File: config.mk
export PLATFORM = sky130hd
export DESIGN_NAME = json_unicode_escape_to_utf8_top
export DESIGN_NICKNAME = d
export VERILOG_FILES = /design/src/design/jsue_pkg.sv /design/src/design/jsue_char_lane.sv /design/src/design/jsue_merge.sv /design/src/design/json_unicode_escape_to_utf8_top.sv
export SDC_FILE = /design/constraint.sdc
export NUM_CORES = 1
export LEC_CHECK = 0
export BUFFER_PORTS_ARGS = -buffer_cell sky130_fd_sc_hd__buf_2
export CORE_MARGIN = 2
export CORE_UTILIZATION = 35
export CTS_BUF_LIST = sky130_fd_sc_hd__clkbuf_4 sky130_fd_sc_hd__clkbuf_8 sky130_fd_sc_hd__clkbuf_16
export CTS_CLUSTER_SIZE = 25
export DETAILED_ROUTE_END_ITERATION = 10
export MAX_ROUTING_LAYER = met4
export PLACE_DENSITY = 0.62
export SLEW_MARGIN = 20
export SYNTH_ARGS = -nofsm -noshare
export SYNTH_HDL_FRONTEND = slang
export SYNTH_SLANG_ARGS = --single-unit
File: constraint.sdc
create_clock -name clock -period 2.8 [get_ports clock]
set_input_delay 0.14 -clock clock [delete_from_list [all_inputs] [get_ports clock]]
set_output_delay 0.14 -clock clock [all_outputs]
set_load 0.02 [all_outputs]
File: src/design/jsue_pkg.sv
// Shared types, constants and helper functions for the JSON \uXXXX to UTF-8 decoder.
// Used by the character lanes, the merge stage and the top level; depends on nothing.
package jsue_pkg;

   // Number of characters carried by one transaction: four escape digits and six lookahead.
   localparam int LaneCount = 10;
   localparam int EscDigits = 4;
   localparam int LookBase  = 4;
   localparam int LowBase   = 6;

   // Availability thresholds.
   localparam logic [3:0] AVAIL_ESCAPE = 4'd4;
   localparam logic [3:0] AVAIL_PAIR   = 4'd10;

   // Consumed character counts.
   localparam logic [3:0] CONSUMED_SINGLE = 4'd4;
   localparam logic [3:0] CONSUMED_PAIR   = 4'd10;

   // Characters of interest.
   localparam logic [7:0] CHAR_ZERO      = 8'h30;
   localparam logic [7:0] CHAR_NINE      = 8'h39;
   localparam logic [7:0] CHAR_LOWER_A   = 8'h61;
   localparam logic [7:0] CHAR_LOWER_F   = 8'h66;
   localparam logic [7:0] CHAR_UPPER_A   = 8'h41;
   localparam logic [7:0] CHAR_UPPER_F   = 8'h46;
   localparam logic [7:0] CHAR_BACKSLASH = 8'h5C;
   localparam logic [7:0] CHAR_U         = 8'h75;
   localparam logic [7:0] LOWER_BIAS     = 8'h57;
   localparam logic [7:0] UPPER_BIAS     = 8'h37;

   // Surrogate ranges and code point limits.
   localparam logic [15:0] SURR_HI_FIRST = 16'hD800;
   localparam logic [15:0] SURR_HI_LAST  = 16'hDBFF;
   localparam logic [15:0] SURR_LO_FIRST = 16'hDC00;
   localparam logic [15:0] SURR_LO_LAST  = 16'hDFFF;
   localparam logic [20:0] SUPP_BASE     = 21'h10000;
   localparam logic [20:0] REPLACEMENT   = 21'h0FFFD;
   localparam logic [20:0] LIMIT_ONE     = 21'h00080;
   localparam logic [20:0] LIMIT_TWO     = 21'h00800;
   localparam logic [20:0] LIMIT_THREE   = 21'h10000;

   // UTF-8 lead and continuation markers.
   localparam logic [7:0] LEAD_TWO   = 8'hC0;
   localparam logic [7:0] LEAD_THREE = 8'hE0;
   localparam logic [7:0] LEAD_FOUR  = 8'hF0;
   localparam logic [7:0] CONT_MARK  = 8'h80;
   localparam logic [5:0] CONT_MASK  = 6'h3F;

   // Byte counts.
   localparam logic [2:0] COUNT_ONE   = 3'd1;
   localparam logic [2:0] COUNT_TWO   = 3'd2;
   localparam logic [2:0] COUNT_THREE = 3'd3;
   localparam logic [2:0] COUNT_FOUR  = 3'd4;

   // Classification of one character by a lane.
   typedef struct packed {
      logic       is_hex;
      logic [3:0] nibble;
      logic       is_backslash;
      logic       is_u;
   } char_class_type;

   typedef char_class_type [LaneCount-1:0] lane_bus_type;

   // Result of one four-digit group.
   typedef struct packed {
      logic        ok;
      logic [15:0] value;
   } parse4_type;

   // One result transaction.
   typedef struct packed {
      logic       ok;
      logic [3:0] consumed;
      logic [2:0] byte_count;
      logic [7:0] byte3;
      logic [7:0] byte2;
      logic [7:0] byte1;
      logic [7:0] byte0;
   } result_type;

   // Value of the leading hex digits of a four-character group.
   function automatic parse4_type parse4(input char_class_type d0, input char_class_type d1,
                                         input char_class_type d2, input char_class_type d3);
      parse4_type res;
      res.ok = d0.is_hex;
      if (d0.is_hex && d1.is_hex && d2.is_hex && d3.is_hex) begin
         res.value = {d0.nibble, d1.nibble, d2.nibble, d3.nibble};
      end else if (d0.is_hex && d1.is_hex && d2.is_hex) begin
         res.value = {4'h0, d0.nibble, d1.nibble, d2.nibble};
      end else if (d0.is_hex && d1.is_hex) begin
         res.value = {8'h00, d0.nibble, d1.nibble};
      end else begin
         res.value = {12'h000, d0.nibble};
      end
      return res;
   endfunction

endpackage

File: src/design/jsue_char_lane.sv
// One character lane: classifies a raw byte as a hex digit, a backslash or the letter u.
// Depends on jsue_pkg for the character constants and the lane result type.
module jsue_char_lane (
   input  logic [7:0]               char_in,
   output jsue_pkg::char_class_type class_out
);

   logic [7:0] diff_digit;
   logic [7:0] diff_lower;
   logic [7:0] diff_upper;

   assign diff_digit = char_in - jsue_pkg::CHAR_ZERO;
   assign diff_lower = char_in - jsue_pkg::LOWER_BIAS;
   assign diff_upper = char_in - jsue_pkg::UPPER_BIAS;

   // Hex digit decode over the three accepted ranges.
   always_comb begin
      class_out.is_hex       = 1'b0;
      class_out.nibble       = 4'h0;
      class_out.is_backslash = (char_in == jsue_pkg::CHAR_BACKSLASH);
      class_out.is_u         = (char_in == jsue_pkg::CHAR_U);
      if (char_in >= jsue_pkg::CHAR_ZERO && char_in <= jsue_pkg::CHAR_NINE) begin
         class_out.is_hex = 1'b1;
         class_out.nibble = diff_digit[3:0];
      end else if (char_in >= jsue_pkg::CHAR_LOWER_A && char_in <= jsue_pkg::CHAR_LOWER_F) begin
         class_out.is_hex = 1'b1;
         class_out.nibble = diff_lower[3:0];
      end else if (char_in >= jsue_pkg::CHAR_UPPER_A && char_in <= jsue_pkg::CHAR_UPPER_F) begin
         class_out.is_hex = 1'b1;
         class_out.nibble = diff_upper[3:0];
      end
   end

endmodule

File: src/design/jsue_merge.sv
// Merge stage: combines the lane results into a code point and encodes it as UTF-8.
// Depends on jsue_pkg for types, constants and the four-digit parse function.
module jsue_merge (
   input  jsue_pkg::lane_bus_type lanes,
   input  logic [3:0]             chars_available,
   output jsue_pkg::result_type   result
);

   jsue_pkg::parse4_type high_part;
   jsue_pkg::parse4_type low_part;
   logic                 is_high;
   logic                 is_low;
   logic                 low_in_range;
   logic                 paired;
   logic [20:0]          joined;
   logic [20:0]          code;

   // Leading-digit values of the escape body and of the lookahead escape.
   assign high_part = jsue_pkg::parse4(lanes[0], lanes[1], lanes[2], lanes[3]);
   assign low_part  = jsue_pkg::parse4(lanes[jsue_pkg::LowBase],   lanes[jsue_pkg::LowBase+1],
                                       lanes[jsue_pkg::LowBase+2], lanes[jsue_pkg::LowBase+3]);

   // Surrogate classification and pair detection.
   assign is_high = high_part.value >= jsue_pkg::SURR_HI_FIRST &&
                    high_part.value <= jsue_pkg::SURR_HI_LAST;
   assign is_low  = high_part.value >= jsue_pkg::SURR_LO_FIRST &&
                    high_part.value <= jsue_pkg::SURR_LO_LAST;
   assign low_in_range = low_part.value >= jsue_pkg::SURR_LO_FIRST &&
                         low_part.value <= jsue_pkg::SURR_LO_LAST;
   assign paired = is_high && chars_available >= jsue_pkg::AVAIL_PAIR &&
                   lanes[jsue_pkg::LookBase].is_backslash &&
                   lanes[jsue_pkg::LookBase+1].is_u &&
                   low_part.ok && low_in_range;
   assign joined = jsue_pkg::SUPP_BASE + {1'b0, high_part.value[9:0], low_part.value[9:0]};

   // Code point selection.
   always_comb begin
      if (paired) begin
         code = joined;
      end else if (is_high || is_low) begin
         code = jsue_pkg::REPLACEMENT;
      end else begin
         code = {5'h00, high_part.value};
      end
   end

   // UTF-8 encoding; a failed transaction returns all zeros.
   always_comb begin
      result = '0;
      if (chars_available >= jsue_pkg::AVAIL_ESCAPE && high_part.ok) begin
         result.ok       = 1'b1;
         result.consumed = paired ? jsue_pkg::CONSUMED_PAIR : jsue_pkg::CONSUMED_SINGLE;
         if (code < jsue_pkg::LIMIT_ONE) begin
            result.byte_count = jsue_pkg::COUNT_ONE;
            result.byte0      = code[7:0];
         end else if (code < jsue_pkg::LIMIT_TWO) begin
            result.byte_count = jsue_pkg::COUNT_TWO;
            result.byte0      = jsue_pkg::LEAD_TWO | {3'b000, code[10:6]};
            result.byte1      = jsue_pkg::CONT_MARK | {2'b00, code[5:0] & jsue_pkg::CONT_MASK};
         end else if (code < jsue_pkg::LIMIT_THREE) begin
            result.byte_count = jsue_pkg::COUNT_THREE;
            result.byte0      = jsue_pkg::LEAD_THREE | {4'h0, code[15:12]};
            result.byte1      = jsue_pkg::CONT_MARK | {2'b00, code[11:6] & jsue_pkg::CONT_MASK};
            result.byte2      = jsue_pkg::CONT_MARK | {2'b00, code[5:0] & jsue_pkg::CONT_MASK};
         end else begin
            result.byte_count = jsue_pkg::COUNT_FOUR;
            result.byte0      = jsue_pkg::LEAD_FOUR | {5'h00, code[20:18]};
            result.byte1      = jsue_pkg::CONT_MARK | {2'b00, code[17:12] & jsue_pkg::CONT_MASK};
            result.byte2      = jsue_pkg::CONT_MARK | {2'b00, code[11:6] & jsue_pkg::CONT_MASK};
            result.byte3      = jsue_pkg::CONT_MARK | {2'b00, code[5:0] & jsue_pkg::CONT_MASK};
         end
      end
   end

endmodule

File: src/design/json_unicode_escape_to_utf8_top.sv
// JSON \uXXXX escape to UTF-8 decoder, top level.
// rsp_tvalid rises once the merged result of an accepted input transaction is loaded into
// the output register.
// Throughput: one transaction per cycle while rsp_tready does not hold the output back; ten
// character lanes classify in parallel, a lane register follows, then the merge stage feeds the output register.
// Reset (synchronous, active high) empties both pipeline stages.
// Depends on jsue_pkg, jsue_char_lane and jsue_merge.
module json_unicode_escape_to_utf8_top (
   input  logic        clock,
   input  logic        reset,
   input  logic        req_tvalid,
   output logic        req_tready,
   // Fields from bit 0: hex_char0..3, look0..5 (8 bits each), chars_available (4), zero pad (4).
   input  logic [87:0] req_tdata,
   output logic        rsp_tvalid,
   input  logic        rsp_tready,
   // Fields from bit 0: consumed (4), byte_count (3), byte0..byte3 (8 each), zero pad (1).
   output logic [39:0] rsp_tdata,
   // Fields from bit 0: ok (1).
   output logic [0:0]  rsp_tuser
);

   jsue_pkg::lane_bus_type lanes_now;
   jsue_pkg::lane_bus_type lanes_ff;
   logic [3:0]             avail_ff;
   logic                   lane_valid_ff;
   logic                   lane_valid_in;
   logic                   lane_advance;
   jsue_pkg::result_type   merged;
   jsue_pkg::result_type   rsp_ff;
   logic                   rsp_valid_ff;
   logic                   rsp_valid_in;
   logic                   rsp_load;

   // Character lanes, one per byte of the transaction.
   for (genvar g = 0; g < jsue_pkg::LaneCount; g++) begin : g_lane
      jsue_char_lane u_lane (
         .char_in   (req_tdata[8*g +: 8]),
         .class_out (lanes_now[g])
      );
   end

   // Pipeline handshake: each stage moves when the one after it has room.
   assign rsp_load      = !rsp_valid_ff || rsp_tready;
   assign lane_advance  = lane_valid_ff && rsp_load;
   assign req_tready    = !lane_valid_ff || rsp_load;
   assign lane_valid_in = (req_tvalid && req_tready) || (lane_valid_ff && !rsp_load);
   assign rsp_valid_in  = lane_valid_ff || (rsp_valid_ff && !rsp_tready);

   always_ff @(posedge clock) begin
      if (reset) begin
         lane_valid_ff <= 1'b0;
         rsp_valid_ff  <= 1'b0;
      end else begin
         lane_valid_ff <= lane_valid_in;
         if (rsp_load) begin
            rsp_valid_ff <= rsp_valid_in;
         end
      end
   end

   // Lane register.
   always_ff @(posedge clock) begin
      if (req_tvalid && req_tready) begin
         lanes_ff <= lanes_now;
         avail_ff <= req_tdata[8*jsue_pkg::LaneCount +: 4];
      end
   end

   // Merge of the lane results.
   jsue_merge u_merge (
      .lanes           (lanes_ff),
      .chars_available (avail_ff),
      .result          (merged)
   );

   // Output register.
   always_ff @(posedge clock) begin
      if (lane_advance) begin
         rsp_ff <= merged;
      end
   end

   assign rsp_tvalid = rsp_valid_ff;
   assign rsp_tuser  = rsp_ff.ok;
   assign rsp_tdata  = {1'b0, rsp_ff.byte3, rsp_ff.byte2, rsp_ff.byte1, rsp_ff.byte0,
                        rsp_ff.byte_count, rsp_ff.consumed};

endmodule

## Word level (Yosys, flattened, before mapping)

Cells that the tools add are included.

| storage, ports and cells | value |
|---|---|
| input port bits | 92 |
| latch bits | 0 |
| memories | 0 |
| register bits after elaboration | 88 |
| ROM bits | 0 |
| bits in writable memories | 0 |

| cells by class | value |
|---|---|
| mux-type cells | 43 |
| bitwise logic cells | 1 |
| equal/unequal tests | 2 |
| multipliers | 0 |
| reduce and logical (&&, ||, !) cells | 63 |
| $lt $le $gt $ge | 59 |
| shift-type cells | 0 |
| divide/modulo/power cells | 0 |
| $add $sub $neg | 25 |

Operators by type and width:

| operator | number |
|---|---|
| $ge A8 B7 Y1 const B | 16 |
| $le A8 B7 Y1 const B | 16 |
| $mux W16 | 5 |
| $mux W4 | 17 |
| $ge A8 B6 Y1 const B | 8 |
| $le A8 B6 Y1 const B | 8 |
| $sub A4 B3 Y4 const B | 16 |
| $ge A16 B16 Y1 const B | 3 |
| $le A16 B16 Y1 const B | 3 |
| $logic_and A1 B1 Y1 | 43 |
| $mux W40 | 1 |
| $mux W5 | 8 |
| $mux W8 | 4 |
| $sub A4 B1 Y4 const B | 8 |
| $mux W12 | 2 |
| $mux W24 | 1 |
| $mux W22 | 1 |
| $add A17 B20 Y21 const A | 1 |
| $lt A21 B12 Y1 const B | 1 |
| $lt A21 B17 Y1 const B | 1 |
| $lt A21 B8 Y1 const B | 1 |
| $mux W21 | 1 |
| $reduce_or A2 Y1 | 9 |
| $eq A8 B7 Y1 const B | 2 |
| other kinds (8) | 17 |

## Longest topological paths before layout

| logic depth | value |
|---|---|
| word-level depth | 17 |
| gate-level depth with buffers | 14 |
| mapped depth without buffers | 12 |

## Cells and area by module

Synthesis repeated with hierarchy kept, for this count alone.

| second synthesis, totals | value |
|---|---|
| cells, all modules | 649 |
| area, all modules | 7,378.3 um2 |

By module, submodules not included:

| module | area each (um2) | cells an instance | instances |
|---|---|---|---|
| json_unicode_escape_to_utf8_top | 3,538.4 | 126 | 1 |
| jsue_char_lane | 224.0 | 28 | 10 |
| jsue_merge | 1,600.3 | 243 | 1 |

## Worst setup path before layout

No wires, ideal clock.

| path | value |
|---|---|
| path kind | reg-to-reg |
| start | reg lanes_ff[20] (netlist bit) |
| end | reg rsp_ff (netlist bit rsp_tdata[12]) (data pin) |
| buffers on the path | 1 |
| path slack | 0.185 ns |
| data arrival time | 2.347 ns |
| stages on the path, launching flop included | 12 |
| cells stage by stage | edfxtp_1 > buf_4 > a211o_1 > inv_1 > ha_1 > nor3_4 > nand2_2 > nand2_4 > inv_2 > or2_1 > nand2_1 > o21ai_0 |

| on the way | value |
|---|---|
| longest elaborated chain between the ends | 14 |

Ends and longest elaborated chain:

| what | line | source |
|---|---|---|
| start: declaration | json_unicode_escape_to_utf8_top.sv:24 | `jsue_pkg::lane_bus_type lanes_ff;` |
| start signal: assignment | json_unicode_escape_to_utf8_top.sv:65 | `lanes_ff <= lanes_now;` |
| $logic_and A1 B1 Y1 (*) | jsue_pkg.sv:87, jsue_pkg.sv:89 |  |
| $mux W12 / $logic_and A1 B1 Y1 (equally long branches) | jsue_pkg.sv:89, jsue_pkg.sv:87 |  |
| $mux W16 (*) | jsue_pkg.sv:87 | `if (d0.is_hex && d1.is_hex && d2.is_hex && d3.is_hex) begin` |
| $ge A16 B16 Y1 / $le A16 B16 Y1 (equally long branches) | jsue_merge.sv:24, jsue_merge.sv:25 |  |
| $logic_and A1 B1 Y1 | jsue_merge.sv:24 | `assign is_high = high_part.value >= jsue_pkg::SURR_HI_FIRST &&` |
| $logic_and A1 B1 Y1 (2 in series) | jsue_merge.sv:30 | `assign paired = is_high && chars_available >= jsue_pkg::AVAIL_PAIR &&` |
| $logic_and A1 B1 Y1 | jsue_merge.sv:31 | `lanes[jsue_pkg::LookBase].is_backslash &&` |
| $logic_and A1 B1 Y1 | jsue_merge.sv:32 | `lanes[jsue_pkg::LookBase+1].is_u &&` |
| $logic_and A1 B1 Y1 | jsue_merge.sv:33 | `low_part.ok && low_in_range;` |
| $mux W21 (*) | jsue_merge.sv:38 | `if (paired) begin` |
| $lt A21 B12 Y1 | jsue_merge.sv:56 | `end else if (code < jsue_pkg::LIMIT_TWO) begin` |
| $mux W16 | jsue_merge.sv:56 |  |
| $mux W8 (*) | jsue_merge.sv:53 | `if (code < jsue_pkg::LIMIT_ONE) begin` |
| end signal: assignment | json_unicode_escape_to_utf8_top.sv:80 | `rsp_ff <= merged;` |
| end: declaration | json_unicode_escape_to_utf8_top.sv:30 | `jsue_pkg::result_type rsp_ff;` |

Every way passes the cells marked *; elsewhere a longest branch is shown, timed or not.
A chain may end at the register's enable or synchronous reset.

## Final worst setup path

| path | value |
|---|---|
| start | reg lanes_ff[27] (netlist bit) |
| end | reg rsp_ff (netlist bit rsp_tdata[8]) (data pin) |

| on the way | value |
|---|---|
| longest elaborated chain between the ends | 14 |

Ends and longest elaborated chain:

| what | line | source |
|---|---|---|
| $logic_and A1 B1 Y1 (*) | jsue_pkg.sv:87 |  |
| $mux W16 (*) | jsue_pkg.sv:87 |  |
| $ge A16 B16 Y1 / $le A16 B16 Y1 (equally long branches) | jsue_merge.sv:24, jsue_merge.sv:25 |  |
| $logic_and A1 B1 Y1 | jsue_merge.sv:24 |  |
| $logic_and A1 B1 Y1 (2 in series) | jsue_merge.sv:30 |  |
| $logic_and A1 B1 Y1 | jsue_merge.sv:31 |  |
| $logic_and A1 B1 Y1 | jsue_merge.sv:32 |  |
| $logic_and A1 B1 Y1 | jsue_merge.sv:33 |  |
| $mux W21 (*) | jsue_merge.sv:38 |  |
| $lt A21 B17 Y1 | jsue_merge.sv:60 | `end else if (code < jsue_pkg::LIMIT_THREE) begin` |
| $mux W22 | jsue_merge.sv:60 |  |
| $mux W16 | jsue_merge.sv:56 |  |
| $mux W8 (*) | jsue_merge.sv:53 |  |

Marked as above.

==> results.toml <==
[sta]
post-route-min-period_ps = 2660
setup_viol = 0
fmax_mhz = 376
drv_slew = 0
hold_viol = 0
period_share_pct = 94.9
slew_headroom_pct = 40.1
clock_skew_ps = 7.07
worstMarginPinSlew_ps = 887

[layout]
final_cell_mix = "124 x buf_2, 79 x edfxtp_1, 57 x nor2_1, 56 x nand2_1, 41 x buf_4"
fin_nets = 829
utilization_pct = 45.4
fin_area_um2 = 6880
area_delta_synth_final_pct = 27.2
final_common_cell = "buf_2"
n_antenna_cell = 0
drive_gt1_share_pct = 30.8
finalNonFillerCells = 898

[worst_setup_path]
worst-path-max-fanout = 15
start_kind = "register"
worst_ep_required_time_ps = 2870
critPathCaptureType = "register"
crit_type = "register to register"
arrival_ps = 2720

[synth]
synth_edf_count = 79
syn_inst = 541
ys_async_sr_fraction_pct = 0
syn-mean-instance-area_um2 = 10.0
yosysSeqAreaShare_pct = 44.6
synth_cell_type_count = 71
netlist_area_um2 = 5410
yosys_warnings = 0
synth-seq-cells = 81
ys_dominant_reg_cell = "edfxtp_1"

[die]
rows = 45
ios = 135
dieArea_um2 = 16500
core_um2 = 15100
die_h_um = 128
start_util_pct = 35.7
die_w_um = 128

[clock_network]
clock_sinks = 81
clkSlewWorstSetupHoldPaths_ps = 60
cts_tree = "done"
cts_root_buf = "clkbuf_16"
cts_max_level = 3
cts_buffers = 9
clk_latency_ps = 340
clk_path_buf_depth = 2

[pwr]
p_seq_share_pct = 44.0
p_sw_share_pct = 23.7
powerDensity_nw_per_um2 = 476
pwr-share-comb_pct = 15.0
leakage_nw = 2.92
ir_drop_uv = 350
clock_power_share_pct = 41.0
p_sw_uw = 778
p_int_mw = 2.50

[drt]
drt_pass1_iterations = 5
ant_nets = 0
viasPerCell = 5.27
first_iter_violations = 268
via_count = 4730
routed_wl_um = 13600
avgRoutedWirePerCell_um = 15.1
drcViolationCount = 0

[grt]
grt.overflow.total = 0
antenna_found_initial = 0
grt_max_degree = 35
grt_pass1_vias = 4592
grt_pass1_wl_um = 22000
grtUsageTotal_pct = 17.2

[placement]
routabilityCongestion = 0.889
dp_hpwl_um = 10700
placed_cells = 877
dpl_cell_area_um2 = 6470
port_buffers = 124

[flow_run]
drv_cap = 0

[outcome]
outcome = "finished clean"

[min_path]
hp-class = "input pin to register"
[power by group through the flow]
stage	logic, mW	registers, mW	clock network, mW
after detailed placement	0.480	1.47	0
after global placement	0.463	1.47	0
final	0.492	1.44	1.34
after CTS	0.486	1.44	1.37
after global routing	0.545	1.45	1.43
after floorplan	0.243	1.49	0
[cell type report]
| type | instances | area, um2 |
|---|---|---|
| clock buffers | 11 | 240 |
| clock inverters | 5 | 105 |
| fillers | 1445 | 8260 |
| inverters | 33 | 124 |
| multi-input cells | 409 | 2760 |
| flip-flops and latches | 81 | 2410 |
| well taps | 188 | 235 |
| repair buffers | 171 | 1010 |
[per-layer routing]
layer	global-route usage [%]	up-vias	routed length, um
met3	2.87	13	690
met1	22.3	2230	6180
met5	-	-	0
met2	28.3	140	6550
li1	-	2347	-
met4	4.40	0	153
[flip-flops by register name, indices dropped and copies added, names as in the netlist]
name           cells
avail_ff           3
rsp_tuser          1
rsp_tdata         33
lanes_ff          42
rsp_tvalid         1
lane_valid_ff      1
[kinds of logic (layout without fill, tap and decap cells)]
kind of cell	count (synthesis)	count (layout)	synth area share, %
multiplexers	30	30	5.78
buffers and inverters	55	220	5.11
flip-flops	81	81	44.6
XOR/XNOR	2	2	0.324
other	1	5	0.0693
adder cells (fa/ha/maj)	32	32	7.40
AO/OA/AOI/OAI	135	135	16.2
AND/OR/NAND/NOR	205	205	20.5
[synthesized netlist by cell type, types with 3 or more instances]
master / number / area (um2)
edfxtp_1: 79 / 2370
nor2b_1: 4 / 25.0
ha_1: 32 / 400
buf_2: 3 / 15.0
o21ai_0: 40 / 200
mux2_2: 9 / 101
or4b_2: 5 / 50.1
a211oi_1: 14 / 105
a2111oi_0: 6 / 52.6
nor3_1: 6 / 30.0
nand3_1: 16 / 80.1
o211ai_1: 4 / 30.0
nand4b_1: 4 / 35.0
buf_6: 3 / 33.8
and3_1: 3 / 18.8
nand2b_1: 10 / 62.6
buf_4: 11 / 82.6
nor4b_1: 7 / 61.3
mux2i_1: 20 / 200
nand4_1: 8 / 50.1
a31oi_1: 9 / 56.3
o21bai_1: 6 / 45.0
clkbuf_1: 3 / 11.3
o21a_1: 8 / 60.1
nand2_1: 57 / 214
a21oi_1: 20 / 100
inv_1: 31 / 116
nor2_1: 57 / 214
o22ai_1: 8 / 50.1
[worst max-delay path, cell delays in order, from the launching register on]
cell and delay (ps):
edfxtp_1 440, buf_4 170, buf_12 140, mux2_1 310
a211oi_1 250, buf_4 160, and4_1 220, nand4_2 140
a21oi_4 200, nand2b_4 150, buf_12 120, o32ai_1 70
[through the flow]
stage	hold slack [ps]	TNS, ps	total power, mW	setup slack (ps)
final	50.2	0	3.28	144
after global routing	80.5	-5.42	3.42	-5.42
after CTS	42.5	0	3.30	92.5
after detailed placement	319	0	1.95	93.7
after global placement	313	0	1.93	175
after floorplan	212	0	1.74	185
[final timing paths]
check	startpoint	to	slack, ps	depth (start not counted)
worst min register to register	lane_valid_ff$_SDFF_PP0_	rsp_tvalid$_SDFFE_PP0N_	510	2
worst max register to register	lanes_ff[27]$_SDFFCE_PP1P_	rsp_tdata[8]$_SDFFCE_PN0P_	140	11
worst min-delay path	req_tvalid	lane_valid_ff$_SDFF_PP0_	50	3
worst max-delay path	lanes_ff[27]$_SDFFCE_PP1P_	rsp_tdata[8]$_SDFFCE_PN0P_	140	11
[repair_timing]
action	4_1_cts	5_1_grt
buffers inserted	0	1
endpoints found under the setup margin	0	18
hold buffers	4	0
resized for setup	0	5
hold endpoints to repair	5	0
No activity file was read; power rests on OpenSTA's default activity.
